## config.mk

```make
export PLATFORM = sky130hd
export DESIGN_NAME = fmn_div
export DESIGN_NICKNAME = d
export VERILOG_FILES = /design/src/rtl/core/fmn_pkg.sv /design/src/rtl/core/fmn_div.sv
export SDC_FILE = /design/constraint.sdc
export NUM_CORES = 1
export LEC_CHECK = 0
export BUFFER_PORTS_ARGS = -buffer_cell sky130_fd_sc_hd__buf_2
export CAP_MARGIN = 15
export CORE_ASPECT_RATIO = 1.25
export CORE_MARGIN = 2
export CORE_UTILIZATION = 40
export CTS_CLUSTER_SIZE = 20
export DETAILED_ROUTE_END_ITERATION = 16
export SYNTH_ARGS = -nofsm -noshare
export SYNTH_HDL_FRONTEND = slang
export SYNTH_SLANG_ARGS = --single-unit
```

## constraint.sdc

```tcl
create_clock -name aclk -period 11.3 [get_ports aclk]
set_input_delay 0 -clock aclk [delete_from_list [all_inputs] [get_ports aclk]]
set_output_delay 0 -clock aclk [all_outputs]
set_load 0.1 [all_outputs]
```

## src/rtl/core/fmn_pkg.sv

```systemverilog
package fmn_pkg;

    // frame geometry limits
    localparam int MAX_WIDTH   = 256;
    localparam int MAX_HEIGHT  = 256;
    localparam int STORE_DEPTH = MAX_WIDTH * MAX_HEIGHT;
    localparam int ADDR_W      = $clog2(STORE_DEPTH);
    localparam int COUNT_W     = $clog2(STORE_DEPTH + 1);

    // field widths
    localparam int DIM_W   = 9;
    localparam int COORD_W = 8;
    localparam int VAL_W   = 16;
    localparam int BYTE_W  = 8;
    localparam int PROD_W  = COORD_W + DIM_W + 1;

    // 1.0 in unsigned q4.12, stands in for a zero peak or span
    localparam logic [VAL_W-1:0] ONE_UNIT = VAL_W'(4096);

    // operation codes carried in s_tuser
    typedef enum logic [2:0] {
        MODE_WR_COLOR = 3'd0,
        MODE_WR_DEPTH = 3'd1,
        MODE_READ     = 3'd2,
        MODE_SCAN     = 3'd3,
        MODE_EXPORT   = 3'd4
    } mode_t;

    // configuration register indexes
    typedef enum logic {
        CFG_FRAME_WIDTH  = 1'b0,
        CFG_FRAME_HEIGHT = 1'b1
    } cfg_index_t;

    typedef enum logic [2:0] {
        ST_IDLE,
        ST_ADDR,
        ST_EXEC,
        ST_READ,
        ST_SCAN,
        ST_DIV_START,
        ST_DIV_WAIT,
        ST_DONE
    } state_t;

    typedef struct packed {
        logic [VAL_W-1:0] blue;
        logic [VAL_W-1:0] green;
        logic [VAL_W-1:0] red;
    } color_t;

    // one access to the pixel store: read always, write when enabled
    typedef struct packed {
        logic              wr_color;
        logic              wr_depth;
        logic [ADDR_W-1:0] addr;
        color_t            color;
        logic [VAL_W-1:0]  depth;
    } store_cmd_t;

    typedef struct packed {
        logic             start;
        logic [VAL_W-1:0] num;
        logic [VAL_W-1:0] den;
    } div_req_t;

    typedef struct packed {
        logic              done;
        logic [BYTE_W-1:0] quot;
    } div_rsp_t;

endpackage

```

## src/rtl/core/fmn_div.sv

```systemverilog
module fmn_div (
    input  logic              aclk,
    input  logic              aresetn,
    input  fmn_pkg::div_req_t req,
    output fmn_pkg::div_rsp_t rsp
);
    import fmn_pkg::*;

    localparam int WIDE_W = VAL_W + BYTE_W;
    localparam int STEP_W = $clog2(BYTE_W);

    logic [WIDE_W-1:0] rem_reg;
    logic [WIDE_W-1:0] dsh_reg;
    logic [BYTE_W-1:0] quot_reg;
    logic [STEP_W-1:0] step_reg;
    logic              busy_reg;
    logic              sat_reg;
    logic              done_reg;

    logic [WIDE_W-1:0] scaled;
    logic [WIDE_W-1:0] limit;
    logic              fits;

    // num * 255 as a shift and subtract; quotient saturates past 255
    assign scaled = {req.num, {BYTE_W{1'b0}}} - {{BYTE_W{1'b0}}, req.num};
    assign limit  = {req.den, {BYTE_W{1'b0}}};
    assign fits   = (rem_reg >= dsh_reg);

    // restoring division, one quotient bit a cycle
    always_ff @(posedge aclk) begin
        if (!aresetn) begin
            busy_reg <= 1'b0;
            done_reg <= 1'b0;
            step_reg <= '0;
        end else begin
            done_reg <= 1'b0;
            if (req.start) begin
                busy_reg <= 1'b1;
                step_reg <= '0;
            end else if (busy_reg) begin
                step_reg <= step_reg + 1'b1;
                if (step_reg == STEP_W'(BYTE_W - 1)) begin
                    busy_reg <= 1'b0;
                    done_reg <= 1'b1;
                end
            end
        end
    end

    always_ff @(posedge aclk) begin
        if (req.start) begin
            rem_reg  <= scaled;
            dsh_reg  <= {1'b0, req.den, {(BYTE_W - 1){1'b0}}};
            sat_reg  <= (scaled >= limit);
            quot_reg <= '0;
        end else if (busy_reg) begin
            if (fits) begin
                rem_reg <= rem_reg - dsh_reg;
            end
            quot_reg <= {quot_reg[BYTE_W-2:0], fits};
            dsh_reg  <= dsh_reg >> 1;
        end
    end

    assign rsp.done = done_reg;
    assign rsp.quot = sat_reg ? {BYTE_W{1'b1}} : quot_reg;

endmodule

```

* Word-level counts from Yosys, hierarchy flattened
Index checks and enable logic that the tools add are counted.
** Word-level totals
- Register bits after elaboration :: 61
- Latch bits :: 0
- RAM bits :: 0
- Bits in read-only memories :: 0
- Output and inout port bits :: 9
- Word-level logic and storage cells :: 31
- Memories kept :: 0
** Cells by class
- Add/subtract/negate cells :: 3
- Multipliers :: 0
- Divide/modulo/power cells :: 0
- $lt $le $gt $ge :: 2
- Eq/ne operators :: 1
- Shift operators :: 0
- Multiplexer cells :: 10
- Bitwise operators :: 2
- Reduce and logical (&&, ||, !) cells :: 5
** Operator list (number)
- $mux 24 :: 3
- $mux 23 :: 2
- $ge 24x23->1 :: 1
- $ge 24x24->1 :: 1
- $sub 24x16->24 :: 1
- $sub 24x23->24 :: 1
- $mux 8 :: 1
- $mux 1 :: 4
- $reduce_bool 2->1 :: 2
- $add 3x1->3 const B :: 1
- $eq 3x3->1 const B :: 1
- $reduce_or 3->1 :: 1
- $not 1->1 :: 2
- $reduce_and 2->1 :: 1
- $reduce_or 2->1 :: 1

* Longest topological paths before layout
- Depth in word-level cells :: 4
- Mapped depth :: 14
- Mapped depth without buffers :: 14

* Worst setup path before layout
Ideal clock, no wire load.
- Path kind :: reg2reg
- Start point :: reg rem_reg[0]
- End point :: reg rem_reg[0] (enable)
- Setup time :: 0.438 ns
- Data arrival time :: 3.407 ns
- Required time :: 10.862 ns
- Setup slack :: 7.454 ns
- Cell stages (with the launch flop) :: 10
- Path buffers :: 0
- Cells stage by stage :: edfxtp_1 > inv_1 > ha_1 > fa_1 > nand2b_1 > a21oi_1 > a21oi_1 > a31oi_1 > a2111oi_0 > o21ai_0
** Between the ends
- Word-level cells in the longest chain between the ends :: 3
** Ends and longest elaborated chain
- start, declared :: line fmn_div.sv:12 : logic [WIDE_W-1:0] rem_reg;
- start signal, assigned :: line fmn_div.sv:52 : rem_reg <= scaled;
- start signal, assigned :: line fmn_div.sv:58 : rem_reg <= rem_reg - dsh_reg;
- $ge 24x23->1 :: line fmn_div.sv:27 : assign fits = (rem_reg >= dsh_reg);
- $reduce_bool 2->1 (no line)
- $reduce_and 2->1 (no line)
Every way passes these cells.
A chain may end at the register's enable or synchronous reset.

* Worst setup path after layout
- Start point :: reg dsh_reg[13]
- End point :: reg rem_reg[18] (enable)
** Between the ends
- Word-level cells in the longest chain between the ends :: 3
** Ends and longest elaborated chain
- start, declared :: line fmn_div.sv:13 : logic [WIDE_W-1:0] dsh_reg;
- start signal, assigned :: line fmn_div.sv:53 : dsh_reg <= {1'b0, req.den, {(BYTE_W - 1){1'b0}}};
- start signal, assigned :: line fmn_div.sv:61 : dsh_reg <= dsh_reg >> 1;
- $ge 24x23->1 :: line fmn_div.sv:27
- $reduce_bool 2->1 (no line)
- $reduce_and 2->1 (no line)
Every way passes these cells.

==> flow_metrics.env <==
export IMPL_tns_ns=0
export IMPL_slew_viol_final=0
export IMPL_root_buffer="clkbuf_16"
export IMPL_antenna_left=0
export IMPL_grt_pass1_wl_mm=23.4
export IMPL_postSynth_asyncResetShare=0
export IMPL_drc=0
export IMPL_core_area_sq_mm=0.0127
export IMPL_ys_seq_area_frac=0.313
export IMPL_holdPathStages=3
export IMPL_antenna_found_initial=0
export IMPL_end_kind="flop"
export IMPL_synth_fp_nets=694
export IMPL_routedWlPerCell_um=17.2
export IMPL_crit_type="flop to flop"
export IMPL_hp_class="primary input to flop"
export IMPL_fin_crit_ns=3.37
export IMPL_grt_max_degree=72
export IMPL_relSlewSlack=0.271
export IMPL_synth_top_cell_area_share=0.236
export IMPL_firstDrtPassIters=5
export IMPL_cp_data_required_time_ns=11.36
export IMPL_fp_dieW_um=106
export IMPL_drt_vias_per_instance=5.58
export IMPL_clkSinkCount=61
export IMPL_antenna_cells=0
export IMPL_fmax_mhz=297
export IMPL_finalCritPeriodShare=0.298
export IMPL_ys_flop_type="edfxtp_1"
export IMPL_syn_cell_area_sq_mm=0.00522
export IMPL_yosys_warnings=0
export IMPL_gp_congestion=0.949
export IMPL_arrival_ns=3.43
export IMPL_setup_viol=0
export IMPL_die_area_sq_mm=0.0140
export IMPL_drv_cap=0
export IMPL_postCtsSetupRepairBufs=0
export IMPL_initial_core_util=0.410
export IMPL_synth_seq_cells=61
export IMPL_cts_buffers_inserted=9
export IMPL_cts_tree="done"
export IMPL_synth_edf_count=41
export IMPL_path_clk_slew_ns=0.06
export IMPL_ioPinCount=44
export IMPL_outcome="completed"
export IMPL_gr_total_overflow=0
export IMPL_via_count=4629
export IMPL_nets=742
export IMPL_grtUsageTotal=0.213
export IMPL_routed_wl_mm=14.3
export IMPL_multi_input_area_sq_mm=0.00327
export IMPL_met2_usage=0.356
export IMPL_start_kind="flop"
export IMPL_regArea_sq_mm=0.00163
export IMPL_grt_use_met3=0.0253
export IMPL_cp_max_fo=24
export IMPL_synth_cells=608
export IMPL_drtIter0Drc=363
export IMPL_die_y_um=132
export IMPL_synthTopCellsByArea="edfxtp_1, ha_1, dfxtp_1"
export IMPL_dp_hpwl_mm=11.1
export IMPL_finClkSkew_ns=0.0105
export IMPL_met1_usage=0.276
export IMPL_io_buffers=43
export IMPL_r2r_cells=10
export IMPL_worst_pin_slew_ns=1.09
export IMPL_grt_pass1_vias=4596
export IMPL_grt_busiest_layer="met2"
export IMPL_p_leak_uw=0.00252
export IMPL_hold_viol=0
export IMPL_area_delta_synth_final_pct=14.8
export IMPL_synth_top_area_cell="edfxtp_1"
export IMPL_clock_path_buffers=2
export IMPL_fill_cells=1252
export IMPL_powerDensity_mw_per_mm2=194
export IMPL_drive_above_1_share=0.136
export IMPL_final_area_sq_mm=0.00599
export IMPL_rsz0062_at_grt="false"
export IMPL_fp_row_count=46
export IMPL_largest_reg_flops=24
export IMPL_vdd_drop_max_v=0.0000773
export IMPL_htree_levels=3
export IMPL_clock_latency_ns=0.35
export IMPL_avgSynthCellArea_sq_um=8.58
export IMPL_dpl_cell_area_sq_mm=0.00556
export IMPL_synth_distinct_cells=69
where the power goes:
group | internal (uW) | leakage (uW) | switching, uW
combinational | 217 | 0.00180 | 356
clock | 164 | 0.000150 | 113
sequential | 295 | 0.000579 | 17.8
final cells by class:
cell class / count / area share
Multi-Input combinational cell: 469 / 0.546
Clock buffer: 10 / 0.0418
Sequential cell: 61 / 0.272
Timing Repair Buffer: 59 / 0.0614
Inverter: 56 / 0.0351
Clock inverter: 6 / 0.00773
Tap cell: 168 / 0.0351
critical path: stages, from the launching register on:
cell and delay (ns):
edfxtp_1 0.37, inv_1 0.09, ha_1 0.29, a21oi_1 0.26, o21ai_0 0.28, nor3_1 0.21, a31oi_1 0.19, a2111oi_0 0.82
buf_4 0.24, o21ai_2 0.05, buf_4 0.27
Yosys cell counts (2+ instances only):
cell / number
or2_2: 8
clkbuf_1: 13
nand2_1: 59
edfxtp_1: 41
xor2_1: 10
ha_1: 50
a2111oi_0: 3
or4_1: 2
nor4_1: 3
or3_1: 2
dfxtp_1: 20
and2_1: 6
o21a_1: 4
o211ai_1: 5
a21o_1: 12
nand3_1: 9
o21ai_1: 2
mux2_2: 6
o31ai_1: 17
a21oi_1: 40
nor3_1: 11
nand2b_1: 9
nor2_1: 58
mux2i_1: 21
a211o_1: 5
inv_1: 54
xnor2_1: 26
a21boi_0: 2
o2111ai_1: 3
o21bai_1: 2
and3_1: 2
nor3b_1: 3
buf_1: 4
o21ai_0: 34
a31oi_1: 5
nand4_1: 11
buf_2: 2
a211oi_1: 9
nor2b_1: 5
path summary, 6_finish.rpt:
kind,start,to,slack (ns)
max,dsh_reg[13],rem_reg[18],7.93
min,req[15],dsh_reg[22],0.002
max reg2reg,dsh_reg[13],rem_reg[18],7.93
min reg2reg,step_reg[1],step_reg[1],0.51
metrics by stage:
step	hold slack [ns]	util	power (uW)	worst slack [ns]	std cells
6_report	0.00246	0.471	1160	7.93	829
5_1_grt	0.0195	0.471	1240	7.79	829
4_1_cts	0.00372	0.471	1160	7.92	829
3_5_place_dp	0.226	0.437	877	7.74	800
3_3_place_gp	0.222	0.437	870	7.83	800
2_1_floorplan	0.112	-	741	7.45	608
logic make-up after synthesis:
group	Yosys count	share of synthesized area
xor gates and xnor gates	36	0.0604
and+or+nand+nor	195	0.181
adders and majority gates	51	0.124
muxes	27	0.0532
DFF	61	0.313
buffers and inverters	78	0.0607
AOI/OAI and AO/OA	160	0.208
layer usage:
metal,wire [um],vias up
li1,-,2302
met4,311,0
met2,7010,138
met3,655,22
met1,6300,2167
met5,0,-
what timing repair did:
| item | 4_1_cts | 5_1_grt |
|---|---|---|
| hold buffers | 13 | 0 |
| endpoints found under the hold margin | 17 | 0 |
| resized for setup | 0 | 0 |
cell usage in the layout, fill, tap and decap left out, types with 11 or more instances in the layout:
cell	count
a21o_1	12
a21oi_1	40
buf_2	43
dfxtp_1	20
dlygate4sd3_1	13
edfxtp_1	41
ha_1	50
inv_1	54
mux2i_1	21
nand2_1	59
nand4_1	11
nor2_1	58
nor3_1	11
o21ai_0	33
o31ai_1	17
xnor2_1	26
No activity file was read; power rests on OpenSTA's default activity.
